==> config.mk <==
export PLATFORM = sky130hd
export DESIGN_NAME = contiguous_prb_run_finder
export DESIGN_NICKNAME = d
export VERILOG_FILES = /design/src/rtl/cprf_pkg.sv /design/src/rtl/contiguous_prb_run_finder.sv
export SDC_FILE = /design/constraint.sdc
export NUM_CORES = 1
export LEC_CHECK = 0
export BUFFER_PORTS_ARGS = -buffer_cell sky130_fd_sc_hd__buf_2
export CAP_MARGIN = 0
export CORE_MARGIN = 2
export CORE_UTILIZATION = 45
export CTS_BUF_LIST = sky130_fd_sc_hd__clkbuf_8
export DETAILED_ROUTE_END_ITERATION = 8
export GPL_ROUTABILITY_DRIVEN = 0
export PLACE_DENSITY = 0.76
export SKIP_CTS_REPAIR_TIMING = 1
export SYNTH_ARGS = -nofsm -noshare
export SYNTH_HDL_FRONTEND = slang
export SYNTH_SLANG_ARGS = --single-unit
==> constraint.sdc <==
create_clock -name clk -period 13.4 [get_ports clk]
set_input_delay 2.01 -clock clk [delete_from_list [all_inputs] [get_ports clk]]
set_output_delay 2.01 -clock clk [all_outputs]
set_load 0.1 [all_outputs]
==> src/rtl/cprf_pkg.sv <==
// ----------------------------------------------------------------------------
// cprf_pkg
// Types, constants and the allowed-length table of the PRB run finder.
// ----------------------------------------------------------------------------
`default_nettype none

package cprf_pkg;

  localparam int unsigned PRB_W      = 7;
  localparam int unsigned MAX_PRB_DF = 100;
  localparam int unsigned MAP_W      = 100;
  localparam int unsigned LOW_W      = 64;
  localparam int unsigned HIGH_W     = 36;
  localparam int unsigned CELL_RESET = 100;
  // A run that breaks below this PRB index is dropped and the search goes on.
  localparam int unsigned EDGE_GUARD = 3;

  typedef struct packed {
    logic [LOW_W-1:0]  used_low;
    logic [HIGH_W-1:0] used_high;
    logic [PRB_W-1:0]  requested_len;
  } item_t;

  typedef struct packed {
    logic [PRB_W-1:0] run_start;
    logic [PRB_W-1:0] run_len;
    logic             exact_fit;
  } result_t;

  // Lengths of the form 2^a * 3^b * 5^c.
  function automatic logic len_allowed(input logic [PRB_W-1:0] v);
    logic ok;
    begin
      case (v)
        7'd1, 7'd2, 7'd3, 7'd4, 7'd5, 7'd6, 7'd8, 7'd9, 7'd10, 7'd12,
        7'd15, 7'd16, 7'd18, 7'd20, 7'd24, 7'd25, 7'd27, 7'd30, 7'd32,
        7'd36, 7'd40, 7'd45, 7'd48, 7'd50, 7'd54, 7'd60, 7'd64, 7'd72,
        7'd75, 7'd80, 7'd81, 7'd90, 7'd96, 7'd100, 7'd108, 7'd120,
        7'd125: ok = 1'b1;
        default: ok = 1'b0;
      endcase
      return ok;
    end
  endfunction

endpackage

`default_nettype wire

==> src/rtl/contiguous_prb_run_finder.sv <==
// ----------------------------------------------------------------------------
// contiguous_prb_run_finder
// Finds the first contiguous run of free PRBs that is not cut short below
// the edge guard, and trims its length to an allowed SC-FDMA size.
// ----------------------------------------------------------------------------
// A search starts on a cycle where start is high and busy is low. The bitmap
// is walked one PRB per cycle by a single compare-and-count step, over up to
// min(cell_prbs, MAX_PRB) PRBs, until the scan ends. The run length is then
// stepped down one per cycle until it hits an allowed size (at most 8 steps,
// from 89 down to 81), and the result is registered. The result is on result
// in the single cycle in which done is high and stays there until the next
// result; it cannot be held off. busy drops in that same cycle so a new
// search may start right away. cell_prbs is written through the cfg channel
// only while busy is low.
`default_nettype none

module contiguous_prb_run_finder #(
  parameter int unsigned MAX_PRB = cprf_pkg::MAX_PRB_DF
) (
  input  wire logic                    clk,
  input  wire logic                    rst,
  input  wire logic                    start,
  input  wire cprf_pkg::item_t         item,
  output logic                         busy,
  output logic                         done,
  output cprf_pkg::result_t            result,
  input  wire logic                    cfg_valid,
  output logic                         cfg_ready,
  input  wire logic [cprf_pkg::PRB_W-1:0] cfg_data
);
  import cprf_pkg::*;

  typedef enum logic [2:0] {
    ST_IDLE   = 3'b001,
    ST_SCAN   = 3'b010,
    ST_REDUCE = 3'b100
  } state_t;

  localparam logic [PRB_W-1:0] MAX_LIM = PRB_W'(MAX_PRB);
  localparam logic [PRB_W-1:0] GUARD   = PRB_W'(EDGE_GUARD);

  state_t           state, state_next;
  logic [MAP_W-1:0] bitmap, bitmap_next;
  logic [PRB_W-1:0] idx, idx_next;
  logic [PRB_W-1:0] run_start, run_start_next;
  logic [PRB_W-1:0] run_len, run_len_next;
  logic [PRB_W-1:0] req, req_next;
  logic [PRB_W-1:0] cell_prbs;
  logic [PRB_W-1:0] limit;
  result_t          result_next;
  logic             done_next;

  assign limit     = (cell_prbs < MAX_LIM) ? cell_prbs : MAX_LIM;
  assign busy      = (state != ST_IDLE);
  assign cfg_ready = (state == ST_IDLE);

  always_comb begin
    state_next     = state;
    bitmap_next    = bitmap;
    idx_next       = idx;
    run_start_next = run_start;
    run_len_next   = run_len;
    req_next       = req;
    result_next    = result;
    done_next      = 1'b0;
    case (state)
      ST_IDLE: begin
        if (start) begin
          bitmap_next    = {item.used_high, item.used_low};
          req_next       = item.requested_len;
          idx_next       = '0;
          run_start_next = '0;
          run_len_next   = '0;
          state_next     = ST_SCAN;
        end
      end
      ST_SCAN: begin
        if ((idx >= limit) || (run_len >= req)) begin
          state_next = ST_REDUCE;
        end else begin
          bitmap_next = bitmap >> 1;
          idx_next    = idx + PRB_W'(1);
          if (!bitmap[0]) begin
            if (run_len == '0) begin
              run_start_next = idx;
            end
            run_len_next = run_len + PRB_W'(1);
          end else if (run_len != '0) begin
            // A run cut short at the lower band edge is discarded.
            if (idx < GUARD) begin
              run_start_next = '0;
              run_len_next   = '0;
            end else begin
              state_next = ST_REDUCE;
            end
          end
        end
      end
      ST_REDUCE: begin
        if (run_len == '0) begin
          result_next = '0;
          done_next   = 1'b1;
          state_next  = ST_IDLE;
        end else if (len_allowed(run_len)) begin
          result_next.run_start = run_start;
          result_next.run_len   = run_len;
          result_next.exact_fit = (run_len == req);
          done_next             = 1'b1;
          state_next            = ST_IDLE;
        end else begin
          run_len_next = run_len - PRB_W'(1);
        end
      end
      default: begin
        state_next = ST_IDLE;
      end
    endcase
  end

  always_ff @(posedge clk) begin
    if (rst) begin
      state     <= ST_IDLE;
      done      <= 1'b0;
      cell_prbs <= PRB_W'(CELL_RESET);
    end else begin
      state <= state_next;
      done  <= done_next;
      if (cfg_valid && cfg_ready) begin
        cell_prbs <= cfg_data;
      end
    end
  end

  always_ff @(posedge clk) begin
    bitmap    <= bitmap_next;
    idx       <= idx_next;
    run_start <= run_start_next;
    run_len   <= run_len_next;
    req       <= req_next;
    result    <= result_next;
  end

endmodule

`default_nettype wire

Word-level counts from Yosys, hierarchy flattened
Memory sizes are Yosys's and may differ from the RTL's. A register that Yosys moved wholly into a read port is not among the register bits.
Cells that the tools add are included.

cells by class
  $add $sub $neg = 3
  magnitude comparators = 4
  eq/ne operators = 16
  multiplexer cells = 32
  bitwise gates (word level) = 1
  reduce and logical (&&, ||, !) cells = 14

operators with widths
  cell                 number
  $mux 100             2
  $pmux 100 s2         1
  $mux 7               13
  $pmux 7 s2           2
  $mux 3               7
  $ne 3x3->1 const B   7
  $pmux 7 s3           1
  $mux 15              1
  $add 7x1->7 const B  2
  $ge 7x7->1           2
  $pmux 3 s3           1
  $ne 2x2->1 const B   4
  $eq 7x7->1           1
  $logic_not 7->1      1
  $lt 7x2->1 const B   1
  $lt 7x7->1 const B   1
  $reduce_and 7->1     1
  $reduce_bool 7->1    1
  $sub 7x1->7 const B  1
  $reduce_and 6->1     1
  $reduce_and 5->1     1
  $mux 1               4
  $reduce_and 2->1     2
  $reduce_bool 2->1    2
  10 further kinds     10

storage, ports and cells
  bits in registers = 154
  memory bits (read-only) = 128
  input bits = 118
  output and inout port bits = 18
  logic and storage cells = 82
  memories kept = 1

memories
  memory           words  bits a word  read ports  clocked after memory_dff  wr ports  line            source
  (no name shown)  128    1            1           1                         0         cprf_pkg.sv:34  case (v)

Depth between registers and ports, before layout
  depth after elaboration = 7
  mapped depth = 18
  depth with buffers taken out = 17

Least setup slack after synthesis
OpenSTA, ideal clock, no wires.

  path kind = reg2out
  start = register state[0]
  end = output port busy
  arrival = 4.205 ns
  required time = 11.390 ns
  setup slack = 7.185 ns
  cell stages (with the launch flop) = 4
  path buffers = 1
  path through = dfxtp_1 buf_2 nor3b_1 inv_1

on the way
  cells in the longest elaborated chain, start to end = 1

RTL lines
  element                   line                              source
  start: declaration        contiguous_prb_run_finder.sv:42   state_t state, state_next;
  start signal: assignment  contiguous_prb_run_finder.sv:126  state <= state_next;
  $ne 3x1->1                contiguous_prb_run_finder.sv:54   assign busy = (state != ST_IDLE);
  end: declaration          contiguous_prb_run_finder.sv:24   output logic busy,

Every way passes these cells.

==> run_results.csv <==
group,metric,value,unit
detailed_routing,first_iter_violations,413,
global_routing,grt_pass1_wl,24900,microns
layout,finalNonFillerCells,1095,
synth,syn_inst,749,
layout,fillers,1518,
clock_network,htree_levels,4,
synth,synth_fp_nets,890,
pwr,p_leak,3.85,nW
placement,numPortBuffers,135,
job,cap_viol_max_count,0,
synth,synth_area,0.00755,sq mm
timing,setup_viol,0,
clock_network,clockBufferDepth,2,
timing,slew_headroom,28.0,%
synth,yosys.area.top_type,"edfxtp_1",
layout,multi_input_area,0.00279,sq mm
detailed_routing,drcViolationCount,0,
floorplan,die_x,134,microns
worst_setup_path,required,13.79,ns
worst_setup_path,r2r_slack,9.02,ns
layout,final-seq-area,0.00453,sq mm
synth,seq_area_frac_synth,60.0,%
synth,syn_avg_cell_area,10.1,sq um
timing,fin_setup_tns,0,ns
placement,placed_cells,1062,
global_routing,grt.overflow.total,0,
floorplan,die_y,134,microns
detailed_routing,route.vias.total,5589,
synth,synth_cell_types,60,
global_routing,grt_pass1_vias,5150,
clock_network,cts_buffers,17,
timing,hold_slack,0.469,ns
synth,synth-async-reset-ratio,0,%
worst_setup_path,r2r_start,"cell_prbs[3]$_SDFFE_PP0P_",
min_path,holdPathStages,2,
detailed_routing,vias_per_cell,5.10,
min_path,holdCritPathClass,"reg2reg",
detailed_routing,dr.pass1.iters,5,
placement,dp_hpwl,9940,microns
detailed_routing,wirelength,15100,microns
floorplan,io_pins,136,
worst_setup_path,worstRegToRegCells,16,
worst_setup_path,cp.arrival,4.76,ns
timing,rsz0062_at_grt,"no",
synth,ys_seq_elements,155,
clock_network,cts_sinks,155,
detailed_routing,post_drt_wl_per_cell,13.8,microns
synth,synth_warnings,0,
worst_setup_path,cp_max_fo,29,
pwr,power.total,1.11,mW
layout,syn2layout_area_growth,16.6,%
pwr,ir_worst_vdd,75.5,uV
worst_setup_path,end_kind,"flip-flop",
timing,finalCritPeriodShare,32.7,%
timing,hold_viol_final,0,
timing,max_freq,228,MHz
synth,synth_edf_count,143,
global_routing,grt_max_degree,107,
layout,final_layout_size_suffix_gt1_share,21.2,%
clock_network,cts_tree,"yes",
layout,finalNetCount,1002,
clock_network,cts-root-buf,"clkbuf_8",
min_path,min-delay-start,"cell_prbs[0]$_SDFFE_PP0P_",
timing,clock_skew,0.0129,ns
clock_network,clk_pin_slew,0.09,ns
synth,synthFlopType,"edfxtp_1",
global_routing,antenna_found_initial,1,
synth,netlist_top_cells_area,"edfxtp_1 (57%), nand2_1 (16%), ha_1 (3.8%)",
floorplan,core_area,0.0165,sq mm
worst_setup_path,critPathKind,"reg2reg",
floorplan,dieArea,0.0178,sq mm
timing,slew_viol_final,0,
floorplan,start_util,45.9,%
global_routing,grt_usage,17.7,%
timing,max_slew.worst_pin.slew,1.08,ns
timing,period_minus_slack,4.38,ns
min_path,holdPathEnd,"cell_prbs[0]$_SDFFE_PP0P_",
detailed_routing,ant_nets,0,
synth,yosysTopAreaCellShare,56.9,%
layout,final_common_cell,"nand2_1",
layout,final_cell_mix,"nand2_1 (324), edfxtp_1 (143), buf_2 (135)",
worst_setup_path,critPathLaunchType,"flip-flop",
status,outcome,"complete, no violations",
clock_network,clk_latency,0.46,ns
floorplan,row_count,47,
pwr,power_density,126,mW/mm^2
cells in the mapped netlist, types with 3 or more instances:
library cell / n
and3_1: 3
ha_1: 23
nand3b_1: 3
edfxtp_1: 143
a31oi_1: 3
buf_2: 9
nor3_1: 3
nor3b_1: 3
inv_1: 17
nor2_1: 32
mux2i_1: 10
o31ai_1: 3
xor2_1: 7
nor4_1: 4
dfxtp_1: 12
clkbuf_1: 36
nand3_1: 7
o21ai_0: 8
a21oi_1: 11
nand2b_1: 5
a211o_1: 4
and2_1: 12
nor2b_1: 10
nand2_1: 325
o211ai_1: 4
a211oi_1: 4
a221oi_1: 3
flip-flops by register name (all words and copies together), names as in the netlist, named ones only:
name       flops
bitmap       100
result        15
cell_prbs      7
idx            7
req            7
run_len        7
run_start      7
state          3
done           1
layer usage:
layer	wire length [microns]	global-route usage, %	up-vias	share of wire [%]
met5	0	0	-	0
met4	452	7.86	0	3.0
met3	830	4.45	38	5.5
met2	6880	26.7	189	46
met1	6910	24.3	2590	46
li1	-	-	2772	-
per-stage QoR:
stage          instance area, sq um  setup slack, ns  utilization (%)
2_1_floorplan                  7550             7.19                -
3_3_place_gp                   8370             8.71             50.8
3_5_place_dp                   8370             8.59             50.8
4_1_cts                        8800             9.03             53.5
5_1_grt                        8810             8.73             53.5
6_report                       8810             9.02             53.5
area by class of cell:
class	instances	share of cell area [%]
Sequential cell	155	51.5
Inverter	18	0.767
Tap cell	220	3.13
Clock inverter	15	2.24
Multi-Input combinational cell	530	31.7
Clock buffer	17	2.66
Antenna cell	1	0.0284
Timing Repair Buffer	139	8.01
cells by family after synthesis:
group	Yosys count	synth area share, %
flip-flops	155	60.0
buffers and inverters	64	3.33
AO/OA/AOI/OAI	63	6.56
AND/OR/NAND/NOR	423	23.6
XOR/XNOR	9	1.04
multiplexers	12	1.62
adder cells (fa/ha/maj)	23	3.81
how the worst max path moves through the flow:
stage	start	endpoint	slack, ns	cells after the start
floorplan	state[0]$_SDFFE_PP1P_	busy	7.19	3
global placement	start	flip-flop	8.71	12
detailed placement	start	flip-flop	8.59	12
CTS	cell_prbs[3]$_SDFFE_PP0P_	flip-flop	9.03	16
global route	cell_prbs[3]$_SDFFE_PP0P_	flip-flop	8.73	16
finish	cell_prbs[3]$_SDFFE_PP0P_	flip-flop	9.02	16
power by group:
part / switching [mW] / internal (mW)
combinational: 0.0834 / 0.0538
sequential: 0.0220 / 0.575
clock: 0.203 / 0.176
total: 0.309 / 0.805
worst max-delay path: stages (launching register included):
cell and delay [ns]:
dfxtp_1 0.33, or2_2 0.30, o21bai_1 0.16, and2_1 0.16, ha_1 0.22, nand2b_1 0.13
a211oi_1 0.33, o221ai_1 0.22, o31a_1 0.44, nor2_2 0.10, buf_4 0.33, mux2i_1 0.48
ha_1 0.33, mux2i_1 0.10, or2_0 0.20, a221o_1 0.32, a32oi_1 0.17
Power figures use the tool's default switching activity.
